File: src/hdl/nsvr_pkg.sv
// Shared types, character codes and helpers for the sentence volume receiver.
// No dependencies; the parser and the top level in hdl/ refer to this package.
package nsvr_pkg;

    typedef enum logic [1:0] {
        PH_IDLE,
        PH_TEXT,
        PH_HEX_HI,
        PH_HEX_LO
    } frame_phase_t;

    typedef enum logic [3:0] {
        PP_S,
        PP_B,
        PP_C,
        PP_SKIP1,
        PP_V,
        PP_O,
        PP_L,
        PP_SKIP2,
        PP_DIGITS,
        PP_DONE,
        PP_REJECT
    } parse_phase_t;

    localparam logic [7:0] CH_DOLLAR = 8'h24;
    localparam logic [7:0] CH_STAR   = 8'h2A;
    localparam logic [7:0] CH_COMMA  = 8'h2C;
    localparam logic [7:0] CH_NUL    = 8'h00;
    localparam logic [7:0] CH_0      = 8'h30;
    localparam logic [7:0] CH_9      = 8'h39;
    localparam logic [7:0] CH_UA     = 8'h41;
    localparam logic [7:0] CH_UF     = 8'h46;
    localparam logic [7:0] CH_LA     = 8'h61;
    localparam logic [7:0] CH_LF     = 8'h66;
    localparam logic [7:0] CH_S      = 8'h53;
    localparam logic [7:0] CH_B      = 8'h42;
    localparam logic [7:0] CH_C      = 8'h43;
    localparam logic [7:0] CH_V      = 8'h56;
    localparam logic [7:0] CH_O      = 8'h4F;
    localparam logic [7:0] CH_L      = 8'h4C;
    localparam logic [7:0] VOLUME_MAX = 8'd100;

    typedef struct packed {
        logic [7:0] rx_byte;
    } rx_beat_t;

    typedef struct packed {
        logic       checksum_match;
        logic       volume_valid;
        logic [6:0] volume_value;
        logic       overrun;
    } res_beat_t;

    typedef struct packed {
        logic       restart;
        logic       step;
        logic [7:0] ch;
    } parse_ctl_t;

    typedef struct packed {
        logic       is_cmd;
        logic [7:0] value;
    } parse_sts_t;

    function automatic logic [3:0] hex_nibble(input logic [7:0] c);
        logic [7:0] d;
        begin
            d = 8'h00;
            if (c >= CH_0 && c <= CH_9)
                d = c - CH_0;
            else if (c >= CH_UA && c <= CH_UF)
                d = c - CH_UA + 8'd10;
            else if (c >= CH_LA && c <= CH_LF)
                d = c - CH_LA + 8'd10;
            return d[3:0];
        end
    endfunction

    function automatic logic is_digit(input logic [7:0] c);
        return (c >= CH_0) && (c <= CH_9);
    endfunction

endpackage

File: src/hdl/nsvr_stream_if.sv
// Valid/ready stream channel carrying one beat of a given payload type.
// Payload types come from nsvr_pkg.
interface nsvr_stream_if #(
    parameter type payload_t = logic [7:0]
) ();
    logic     valid;
    logic     ready;
    payload_t payload;

    modport source (output valid, output payload, input ready);
    modport sink   (input valid, input payload, output ready);
endinterface

File: src/hdl/nsvr_cmd_parser.sv
// On-the-fly matcher for "SBC<any>,VOL<any>,<digits>" with a decimal accumulator.
// Depends on nsvr_pkg for the parse phase type and control/status structs.
module nsvr_cmd_parser (
    input  logic                clk,
    input  logic                rst_n,
    input  nsvr_pkg::parse_ctl_t ctl,
    output nsvr_pkg::parse_sts_t sts
);

    nsvr_pkg::parse_phase_t phase_reg, phase_next;
    logic [7:0]             accum_reg, accum_next;
    logic [7:0]             digit;

    assign digit = ctl.ch - nsvr_pkg::CH_0;

    always_comb
    begin
        phase_next = phase_reg;
        accum_next = accum_reg;
        if (ctl.restart)
        begin
            phase_next = nsvr_pkg::PP_S;
            accum_next = 8'd0;
        end
        else if (ctl.step)
        begin
            unique case (phase_reg)
                nsvr_pkg::PP_S:
                    phase_next = (ctl.ch == nsvr_pkg::CH_S) ? nsvr_pkg::PP_B : nsvr_pkg::PP_REJECT;
                nsvr_pkg::PP_B:
                    phase_next = (ctl.ch == nsvr_pkg::CH_B) ? nsvr_pkg::PP_C : nsvr_pkg::PP_REJECT;
                nsvr_pkg::PP_C:
                    phase_next = (ctl.ch == nsvr_pkg::CH_C) ? nsvr_pkg::PP_SKIP1
                                                            : nsvr_pkg::PP_REJECT;
                nsvr_pkg::PP_SKIP1:
                    if (ctl.ch == nsvr_pkg::CH_COMMA)
                        phase_next = nsvr_pkg::PP_V;
                nsvr_pkg::PP_V:
                    phase_next = (ctl.ch == nsvr_pkg::CH_V) ? nsvr_pkg::PP_O : nsvr_pkg::PP_REJECT;
                nsvr_pkg::PP_O:
                    phase_next = (ctl.ch == nsvr_pkg::CH_O) ? nsvr_pkg::PP_L : nsvr_pkg::PP_REJECT;
                nsvr_pkg::PP_L:
                    phase_next = (ctl.ch == nsvr_pkg::CH_L) ? nsvr_pkg::PP_SKIP2
                                                            : nsvr_pkg::PP_REJECT;
                nsvr_pkg::PP_SKIP2:
                    if (ctl.ch == nsvr_pkg::CH_COMMA)
                        phase_next = nsvr_pkg::PP_DIGITS;
                nsvr_pkg::PP_DIGITS:
                    if (nsvr_pkg::is_digit(ctl.ch))
                        accum_next = (accum_reg << 3) + (accum_reg << 1) + digit;
                    else
                        phase_next = nsvr_pkg::PP_DONE;
                default:
                    phase_next = phase_reg;
            endcase
        end
    end

    always_ff @(posedge clk or negedge rst_n)
    begin
        if (!rst_n)
        begin
            phase_reg <= nsvr_pkg::PP_S;
            accum_reg <= 8'd0;
        end
        else
        begin
            phase_reg <= phase_next;
            accum_reg <= accum_next;
        end
    end

    assign sts.is_cmd = (phase_reg == nsvr_pkg::PP_DIGITS) || (phase_reg == nsvr_pkg::PP_DONE);
    assign sts.value  = accum_reg;

endmodule

File: src/hdl/nmea_sentence_volume_receiver.sv
// Top level: sentence framing, running XOR, checksum compare and result register.
// Depends on nsvr_pkg, nsvr_stream_if and nsvr_cmd_parser.
//
// Takes one received byte per clock cycle, back to back. A '$' opens a sentence,
// text runs up to '*', and two hex checksum characters follow; the second one
// produces a single result beat, which appears in the output register on the next
// cycle. Framing, XOR and command parsing each register their update from the byte
// just taken, so the only limit on rate is the single-entry output register: rx
// ready drops only while a result waits and the result side is stalled. Text longer
// than MAX_SENTENCE_LEN bytes sets overrun and suppresses the volume setting.
module nmea_sentence_volume_receiver #(
    parameter int MAX_SENTENCE_LEN = 128
) (
    input  logic           clk,
    input  logic           rst_n,
    nsvr_stream_if.sink    rx,
    nsvr_stream_if.source  res
);

    localparam logic [7:0] MaxLen = 8'(MAX_SENTENCE_LEN);

    nsvr_pkg::frame_phase_t phase_reg, phase_next;
    logic [7:0]             len_reg;
    logic [7:0]             xor_reg;
    logic [3:0]             chk_hi_reg;
    logic                   ended_reg;
    logic                   overrun_reg;
    logic                   res_valid_reg, res_valid_next;
    nsvr_pkg::res_beat_t    res_reg, res_next;

    nsvr_pkg::rx_beat_t     beat;
    logic                   rx_fire;
    logic                   ended_now;
    logic                   start;
    logic                   text_byte;
    logic                   emit;
    logic [7:0]             chk_full;
    logic                   match;
    logic                   vol_ok;
    nsvr_pkg::parse_ctl_t   pctl;
    nsvr_pkg::parse_sts_t   psts;

    assign beat     = rx.payload;
    assign rx.ready = !res_valid_reg || res.ready;
    assign rx_fire  = rx.valid && rx.ready;

    always_comb
    begin
        phase_next = phase_reg;
        if (rx_fire)
        begin
            unique case (phase_reg)
                nsvr_pkg::PH_IDLE:
                    if (beat.rx_byte == nsvr_pkg::CH_DOLLAR)
                        phase_next = nsvr_pkg::PH_TEXT;
                nsvr_pkg::PH_TEXT:
                    if (beat.rx_byte == nsvr_pkg::CH_STAR)
                        phase_next = nsvr_pkg::PH_HEX_HI;
                nsvr_pkg::PH_HEX_HI:
                    phase_next = nsvr_pkg::PH_HEX_LO;
                nsvr_pkg::PH_HEX_LO:
                    phase_next = nsvr_pkg::PH_IDLE;
                default:
                    phase_next = nsvr_pkg::PH_IDLE;
            endcase
        end
    end

    always_comb
    begin
        start     = rx_fire && (phase_reg == nsvr_pkg::PH_IDLE)
                    && (beat.rx_byte == nsvr_pkg::CH_DOLLAR);
        text_byte = rx_fire && (phase_reg == nsvr_pkg::PH_TEXT)
                    && (beat.rx_byte != nsvr_pkg::CH_STAR);
        emit      = rx_fire && (phase_reg == nsvr_pkg::PH_HEX_LO);
        ended_now = ended_reg || (beat.rx_byte == nsvr_pkg::CH_NUL);
        pctl.restart = start;
        pctl.step    = text_byte && !ended_now;
        pctl.ch      = beat.rx_byte;
    end

    nsvr_cmd_parser u_parser (
        .clk   (clk),
        .rst_n (rst_n),
        .ctl   (pctl),
        .sts   (psts)
    );

    assign chk_full = {chk_hi_reg, nsvr_pkg::hex_nibble(beat.rx_byte)};
    assign match    = (chk_full == xor_reg);
    assign vol_ok   = match && !overrun_reg && psts.is_cmd && (psts.value <= nsvr_pkg::VOLUME_MAX);

    always_comb
    begin
        res_next.checksum_match = match;
        res_next.volume_valid   = vol_ok;
        res_next.volume_value   = vol_ok ? psts.value[6:0] : 7'd0;
        res_next.overrun        = overrun_reg;
        if (emit)
            res_valid_next = 1'b1;
        else if (res.ready)
            res_valid_next = 1'b0;
        else
            res_valid_next = res_valid_reg;
    end

    always_ff @(posedge clk or negedge rst_n)
    begin
        if (!rst_n)
        begin
            phase_reg     <= nsvr_pkg::PH_IDLE;
            len_reg       <= 8'd0;
            xor_reg       <= 8'd0;
            chk_hi_reg    <= 4'd0;
            ended_reg     <= 1'b0;
            overrun_reg   <= 1'b0;
            res_valid_reg <= 1'b0;
        end
        else
        begin
            phase_reg     <= phase_next;
            res_valid_reg <= res_valid_next;
            if (start)
            begin
                len_reg     <= 8'd0;
                xor_reg     <= 8'd0;
                ended_reg   <= 1'b0;
                overrun_reg <= 1'b0;
            end
            else if (text_byte)
            begin
                if (len_reg >= MaxLen)
                    overrun_reg <= 1'b1;
                else
                    len_reg <= len_reg + 8'd1;
                ended_reg <= ended_now;
                if (!ended_now)
                    xor_reg <= xor_reg ^ beat.rx_byte;
            end
            if (rx_fire && (phase_reg == nsvr_pkg::PH_HEX_HI))
                chk_hi_reg <= nsvr_pkg::hex_nibble(beat.rx_byte);
        end
    end

    always_ff @(posedge clk)
    begin
        if (emit)
            res_reg <= res_next;
    end

    assign res.valid   = res_valid_reg;
    assign res.payload = res_reg;

    a_len_bound: assert property (@(posedge clk) disable iff (!rst_n)
        len_reg <= MaxLen)
        else $error("text length beyond limit");

    a_result_source: assert property (@(posedge clk) disable iff (!rst_n)
        $rose(res_valid_reg) |-> $past(phase_reg == nsvr_pkg::PH_HEX_LO))
        else $error("result without second checksum byte");

    a_volume_gated: assert property (@(posedge clk) disable iff (!rst_n)
        res_valid_reg && res_reg.volume_valid |-> res_reg.checksum_match && !res_reg.overrun)
        else $error("volume reported on bad or overlong sentence");

    a_volume_range: assert property (@(posedge clk) disable iff (!rst_n)
        res_valid_reg |-> (res_reg.volume_valid && res_reg.volume_value <= 7'd100)
                          || (!res_reg.volume_valid && res_reg.volume_value == 7'd0))
        else $error("volume value out of range");

endmodule

File: src/flat_wrapper.sv
// flat-port wrapper written by rule: the top's interface ports become plain ports
module nmea_sentence_volume_receiver_flat import nsvr_pkg::*;
#(
    parameter int MAX_SENTENCE_LEN = 128
)
  (clk, rst_n, rx_valid, rx_payload, rx_ready, res_valid, res_payload, res_ready);
  nsvr_stream_if #(.payload_t(rx_beat_t)) rx_i ();
  nsvr_stream_if #(.payload_t(res_beat_t)) res_i ();
  input  logic clk;
  input  logic rst_n;
  input wire logic [$bits(rx_i.valid)-1:0] rx_valid;
  input wire logic [$bits(rx_i.payload)-1:0] rx_payload;
  output wire logic [$bits(rx_i.ready)-1:0] rx_ready;
  output wire logic [$bits(res_i.valid)-1:0] res_valid;
  output wire logic [$bits(res_i.payload)-1:0] res_payload;
  input wire logic [$bits(res_i.ready)-1:0] res_ready;
  assign rx_i.valid = rx_valid;
  assign rx_i.payload = rx_payload;
  assign rx_ready = rx_i.ready;
  assign res_valid = res_i.valid;
  assign res_payload = res_i.payload;
  assign res_i.ready = res_ready;
  nmea_sentence_volume_receiver #(.MAX_SENTENCE_LEN(MAX_SENTENCE_LEN)) u_core (.clk(clk), .rst_n(rst_n), .rx(rx_i), .res(res_i));
endmodule
File: config.mk
export PLATFORM = sky130hd
export DESIGN_NAME = nmea_sentence_volume_receiver_flat
export DESIGN_NICKNAME = d
export VERILOG_FILES = /design/src/hdl/nsvr_pkg.sv /design/src/hdl/nsvr_stream_if.sv /design/src/hdl/nsvr_cmd_parser.sv /design/src/hdl/nmea_sentence_volume_receiver.sv /design/src/flat_wrapper.sv
export SDC_FILE = /design/constraint.sdc
export NUM_CORES = 1
export LEC_CHECK = 0
export ABC_CLOCK_PERIOD_IN_PS = 2710
export BUFFER_PORTS_ARGS = -buffer_cell sky130_fd_sc_hd__buf_2
export CORE_ASPECT_RATIO = 0.8
export CORE_MARGIN = 3
export CORE_UTILIZATION = 40
export CTS_BUF_LIST = sky130_fd_sc_hd__clkbuf_16
export CTS_CLUSTER_DIAMETER = 100
export DETAILED_ROUTE_END_ITERATION = 6
export PLACE_DENSITY = 0.67
export SLEW_MARGIN = 10
export SYNTH_ARGS = -nofsm -noshare
export SYNTH_HDL_FRONTEND = slang
export SYNTH_SLANG_ARGS = --single-unit
File: constraint.sdc
create_clock -name clk -period 2.71 [get_ports clk]
set_input_delay 0.542 -clock clk [delete_from_list [all_inputs] [get_ports clk]]
set_output_delay 0.542 -clock clk [all_outputs]
set_load 0.03 [all_outputs]
Word-level counts from Yosys, hierarchy flattened
Index checks and enable logic that the tools add are counted.
- add/subtract/negate cells: 8
- multiply operators: 0
- div/mod/pow operators: 0
- magnitude comparators: 8
- equality and inequality tests: 30
- shift operators: 0
- mux-type cells: 35
- bitwise gates (word level): 1
- reduce and logical (&&, ||, !) cells: 36
- operators by type and width (cell ; number):
    $mux 8 ; 10
    $mux 4 ; 14
    $eq 8x7->1 const B ; 6
    $pmux 4 s9 ; 1
    $eq 8x6->1 const B ; 3
    $le 8x7->1 const B ; 3
    $add 8x8->8 ; 2
    $eq 4x3->1 const B ; 4
    $ge 8x7->1 const B ; 2
    $logic_and 1x1->1 ; 14
    $reduce_bool 2->1 ; 6
    $reduce_bool 10->1 ; 1
    $ne 3x2->1 const B ; 3
    $add 4x4->4 const B ; 2
    $add 8x1->8 const B ; 1
    $eq 4x2->1 const B ; 2
    $eq 4x4->1 const B ; 2
    $eq 8x8->1 ; 1
    $ge 8x6->1 const B ; 1
    $ge 8x8->1 const B ; 1
    $le 8x6->1 const B ; 1
    $logic_not 8->1 ; 1
    $ne 8x6->1 const B ; 1
    $pmux 2 s4 ; 1
    other kinds (17) ; 35
- register bits after elaboration: 47
- bits in latches: 0
- bits in writable memories: 0
- ROM bits: 0
- input bits: 12
- output and inout bits: 12
- logic and storage cells: 131
- memories: 0

Longest topological paths before layout
- depth after elaboration: 9
- gate-level depth with buffers: 10
- gate-level depth less buffers: 10

Hierarchy
A second synthesis with hierarchy kept.
- cells, all modules: 330
- area, all modules: 3364.5 um2
- by module, submodules not included (module ; times used ; cells each ; area an instance (um2)):
    nmea_sentence_volume_receiver ; 1 ; 199 ; 2083.2
    nsvr_cmd_parser ; 1 ; 131 ; 1281.2

Worst setup path after synthesis
No wires, ideal clock.
- path kind: in2reg
- start: in rx_payload[0]
- end: reg u_core.res_reg (netlist bit u_core.res.payload[1]), data pin
- library setup time: 135 ps
- data arrival time: 2519 ps
- data required time: 2575 ps
- slack: 56 ps
- cell stages on the path: 9
- path buffers: 0
- path through: inv_1 -> ha_1 -> or3b_1 -> and4_4 -> xnor2_2 -> nor2_1 -> a2111o_1 -> a2111oi_4 -> and4_1
- cells in the longest elaborated chain, start to end: 9
- elaborated cells on any way between the ends: 21
- ends and longest elaborated chain (what ; RTL line ; source):
    start: declaration ; flat_wrapper.sv:12 ; input wire logic [$bits(rx_i.payload)-1:0] rx_payload;
    $sub 4x1->4, or another cell as far along ; nsvr_pkg.sv:73, nsvr_pkg.sv:75 ;
    $add 4x4->4 / $logic_and 1x1->1 (equally long branches) ; nsvr_pkg.sv:73, nsvr_pkg.sv:75, nsvr_pkg.sv:74 ;
    $mux 4 ; nsvr_pkg.sv:74 ; else if (c >= CH_LA && c <= CH_LF)
    $mux 4 ; nsvr_pkg.sv:72 ; else if (c >= CH_UA && c <= CH_UF)
    $mux 4 * ; nsvr_pkg.sv:70 ; if (c >= CH_0 && c <= CH_9)
    $eq 8x8->1 * ; nmea_sentence_volume_receiver.sv:90 ; assign match = (chk_full == xor_reg);
    $logic_and 1x1->1 * (3 in series) ; nmea_sentence_volume_receiver.sv:91 ; assign vol_ok = match && !overrun_reg && psts.is_cmd && (psts.value <= nsvr_pkg::VOLUME_MAX);
    end signal: assignment ; nmea_sentence_volume_receiver.sv:148 ; res_reg <= res_next;
    end: declaration ; nmea_sentence_volume_receiver.sv:29 ; nsvr_pkg::res_beat_t res_reg, res_next;
Every way passes the cells marked *; elsewhere a longest branch is shown, timed or not.
A chain may end at the register's enable or synchronous reset.

Worst setup path in the final report
Ends and elaborated chain as after synthesis.

==> key figures <==
Synthesis
  • Post-synthesis cell type with the largest combined area: sky130_fd_sc_hd__dfrtp_1
  • Ranking of synthesized cells by area: sky130_fd_sc_hd__dfrtp_1 28%, sky130_fd_sc_hd__edfxtp_1 9.2%, sky130_fd_sc_hd__ha_1 8.8%, sky130_fd_sc_hd__xor2_1 5.1%, sky130_fd_sc_hd__nor2_1 4.8%
  • Synthesized flop and latch total: 47
  • Nets in the synthesized netlist: 387
  • Most common cell in the netlist: sky130_fd_sc_hd__nor2_1
  • Post-synth EDFFs: 10
  • XOR/XNOR Fraction of Synth Area: 7.99%
  • Area share of the largest cell type after synthesis: 28.3%
  • Async set or reset register ratio after synthesis: 78.7%
  • Cell count after synthesis: 347
  • Sequential element share of the synthesized area: 37.4%
  • Main synth FF type: sky130_fd_sc_hd__dfrtp_1
  • Mapped Avg Cell Area: 9.44 um2
  • Share of synthesized area spent on multiplexers: 4.05%
  • Cell types with the highest counts after synthesis: 42 x sky130_fd_sc_hd__nor2_1, 37 x sky130_fd_sc_hd__dfrtp_1, 36 x sky130_fd_sc_hd__nand2_1
  • Dominant combinational cell family by area after synthesis: simple AND/OR/NAND/NOR gates
  • Post-synthesis simple-gate area fraction: 20.4%
  • Count of synthesis-stage warnings from yosys: 0
  • Adder and majority cell fraction of the synthesized area: 11.8%
  • Area fraction in compound gates after synthesis: 13.6%
  • Distinct cells, synth: 64
  • Post-Synthesis Cell Area: 3270 um2

Final layout
  • Ant. Diodes: 0
  • Total number of nets in the final design: 441
  • Layout filler cell count: 676
  • Number of flip-flops under the largest register name: 10
  • Area of all placed cells without fillers: 3980 um2
  • Layout cell share with drive strength beyond 1: 21.6%
  • Area Growth Syn to Fin: 21.5%

Routing
  • Number of design-rule violations left by the first detailed-router iteration: 221
  • Average routed wire per standard cell: 15.6 um
  • Count of unresolved DRC violations after routing: 0
  • Vias: 2,734
  • Number of vias per cell after detailed routing: 5.39
  • First-pass detailed-route iteration total: 5
  • Final routed wirelength across all metal layers: 7920 um
  • Detail Route Antenna Nets: 0

Setup path
  • Worst-case reg-to-reg path depth: 7
  • Nature of the critical path endpoint: flip-flop
  • Largest stage delay on the critical path: 0.41 ns
  • Worst Path Arrival: 2.79 ns
  • CP required: 2.86 ns
  • WP buf/inv: 3
  • R2R Setup Slk: 0.42 ns
  • Worst path slowest cell: sky130_fd_sc_hd__a2111oi_4
  • Cells traversed along the worst timing path: buf_2 > inv_1 > ha_1 > or3b_4 > and3_4 > o21a_4 > o21ai_2 > o211ai_1 > a2111oi_4 > buf_4 > and4_1
  • Crit. Startpoint: rx_payload[0]
  • End of the worst register-to-register path: u_core.u_parser.accum_reg[6]
  • CP Launch Type: input port
  • Largest fanout on the critical path: 5
  • Kind of critical path: in -> reg
  • Launching point of the worst reg2reg path: u_core.u_parser.accum_reg[0]
  • Top Family by Delay on Critical Path: compound AO/OA/AOI/OAI gates

Global routing
  • Via count of the first global-routing pass: 2,686
  • Global-route wire length before repair: 13,300 um
  • Global route overflow: 0
  • Antenna violations before repair: 0
  • Total track usage: 18.0%
  • Largest net degree at the start of global routing: 38

STA
  • Worst slew margin: 39.4%
  • Final Hold Viols: 0
  • Peak Freq: 0.379 GHz
  • Hold WS: 0.379 ns
  • Number of failing setup endpoints in the final timing report: 0
  • Shortest clock period the worst path allows after layout: 2.64 ns
  • Unrepaired setup endpoints after global routing: false
  • Max Clock Skew: 0.00554 ns
  • Final critical-path share of the clock period: 97.4%
  • Pin slew with the least headroom to its limit: 0.908 ns
  • Number of pins exceeding their max-slew limit in the final report: 0

Flow run
  • Number of max-capacitance violations reported: 0

Min path
  • Path category of the worst min-delay check: in -> async

Clock network
  • TritonCTS clock tree: yes
  • Clk buf depth: 2
  • Clock edge transition at the registers on the reported setup and hold paths: 0.07 ns
  • Clk Latency, worst-skew pair: 0.29 ns
  • Sinks on Clock Net: 47
  • H-tree levels: 2
  • TritonCTS buffer count: 5
  • Root cell of the clock tree: sky130_fd_sc_hd__clkbuf_16

Pwr
  • Power density over the cells: 755 nW/um2
  • Largest voltage drop on the vdd net: 0.000316 V
  • Leakage: 0.00180 uW

Floorplanning
  • Floorplan die area: 9310 um2
  • I/O pins: 24
  • Core ar.: 7670 um2
  • Initial Utilization: 42.7%
  • Row cnt: 28
  • Width of the die: 107 um
  • Die Height: 86.9 um

Place
  • Final weighted congestion of routability-driven global placement: 0.902
  • Placed Area: 3740 um2
  • Port Buffer Count: 23
  • Post-DP HPWL: 5910 um

Status
  • Outcome: complete, no violations
[worst max-delay path by stage]
| stage | slack (ns) | endpoint | depth (start not counted) |
|---|---|---|---|
| final | 0.07 | u_core.res.payload[1] | 11 |
| after detailed placement | -0.22 | u_core.res.payload[5] | 11 |
| after global routing | 0.008 | u_core.res.payload[4] | 11 |
| after floorplan | 0.06 | u_core.res.payload[1] | 9 |
| after CTS | 0.03 | u_core.res.payload[2] | 11 |
| after global placement | -0.14 | u_core.res.payload[6] | 11 |
[cell families (layout without fill, tap and decap cells)]
kind of cell	after synthesis	after routing
xor+xnor	29	29
buf+inv	37	92
simple gates	130	130
flops	47	47
compound gates	63	63
fa+ha+maj	28	28
mux	13	13
[worst register-to-register path, stage by stage, from the launching register on]
cell	delay, ns
sky130_fd_sc_hd__dfrtp_1	0.45
sky130_fd_sc_hd__fa_1	0.53
sky130_fd_sc_hd__fa_1	0.49
sky130_fd_sc_hd__a21o_1	0.20
sky130_fd_sc_hd__a21oi_1	0.17
sky130_fd_sc_hd__xnor2_1	0.15
sky130_fd_sc_hd__mux2i_1	0.11
sky130_fd_sc_hd__nor2_1	0.11
[through the flow]
| stage | cells | total power [uW] | util (%) | setup WS [ns] | setup TNS, ns |
|---|---|---|---|---|---|
| 3_3_place_gp | 498 | 2130 | 48.8 | -0.144 | -1.78 |
| 3_5_place_dp | 498 | 2170 | 48.8 | -0.221 | -2.67 |
| 6_report | 507 | 3000 | 51.8 | 0.0712 | 0 |
| 2_1_floorplan | 347 | 1870 | - | 0.0557 | 0 |
| 5_1_grt | 507 | 3220 | 51.8 | 0.00812 | 0 |
| 4_1_cts | 506 | 3000 | 51.4 | 0.0346 | 0 |
[final cells by class]
| cell class | count | area (um2) | area share (%) |
|---|---|---|---|
| Clock inverter | 3 | 71.3 | 1.79 |
| Sequential cell | 47 | 1230 | 30.8 |
| Inverter | 25 | 93.8 | 2.36 |
| Timing Repair Buffer | 59 | 395 | 9.94 |
| Tap cell | 105 | 131 | 3.30 |
| Multi-Input combinational cell | 263 | 1930 | 48.6 |
| Clock buffer | 5 | 125 | 3.15 |
[report_power, final]
part	switching, uW	internal (uW)	total, uW
combinational	564	455	1020
sequential	249	912	1160
clock	286	535	821
[metal layers]
metal | track usage (%) | vias to the layer above | share of wire (%) | wire [um]
li1 | - | 1324 | - | -
met1 | 25.9 | 1318 | 49 | 3850
met2 | 28.8 | 80 | 45 | 3570
met3 | 2.59 | 12 | 5.1 | 405
met4 | 4.30 | 0 | 1.3 | 104
met5 | 0 | - | 0 | 0
[placed cells by master (no fill, tap or decap), types with 9 or more instances in the layout]
| cell | count |
|---|---|
| sky130_fd_sc_hd__xnor2_1 | 9 |
| sky130_fd_sc_hd__edfxtp_1 | 10 |
| sky130_fd_sc_hd__o21ai_0 | 10 |
| sky130_fd_sc_hd__nor2_1 | 42 |
| sky130_fd_sc_hd__buf_4 | 34 |
| sky130_fd_sc_hd__ha_1 | 22 |
| sky130_fd_sc_hd__inv_1 | 25 |
| sky130_fd_sc_hd__nand2_1 | 36 |
| sky130_fd_sc_hd__mux2i_1 | 11 |
| sky130_fd_sc_hd__a21oi_1 | 17 |
| sky130_fd_sc_hd__dfrtp_1 | 37 |
| sky130_fd_sc_hd__buf_2 | 24 |
| sky130_fd_sc_hd__and4_1 | 9 |
| sky130_fd_sc_hd__xor2_1 | 19 |
[timing repair]
| item | in CTS | in global routing |
|---|---|---|
| gates resized for setup | 0 | 11 |
| setup endpoints to repair | 0 | 9 |
| hold buffers | 0 | 0 |
| setup buffers | 0 | 0 |
Note: power is estimated with default switching activity, not from simulation.
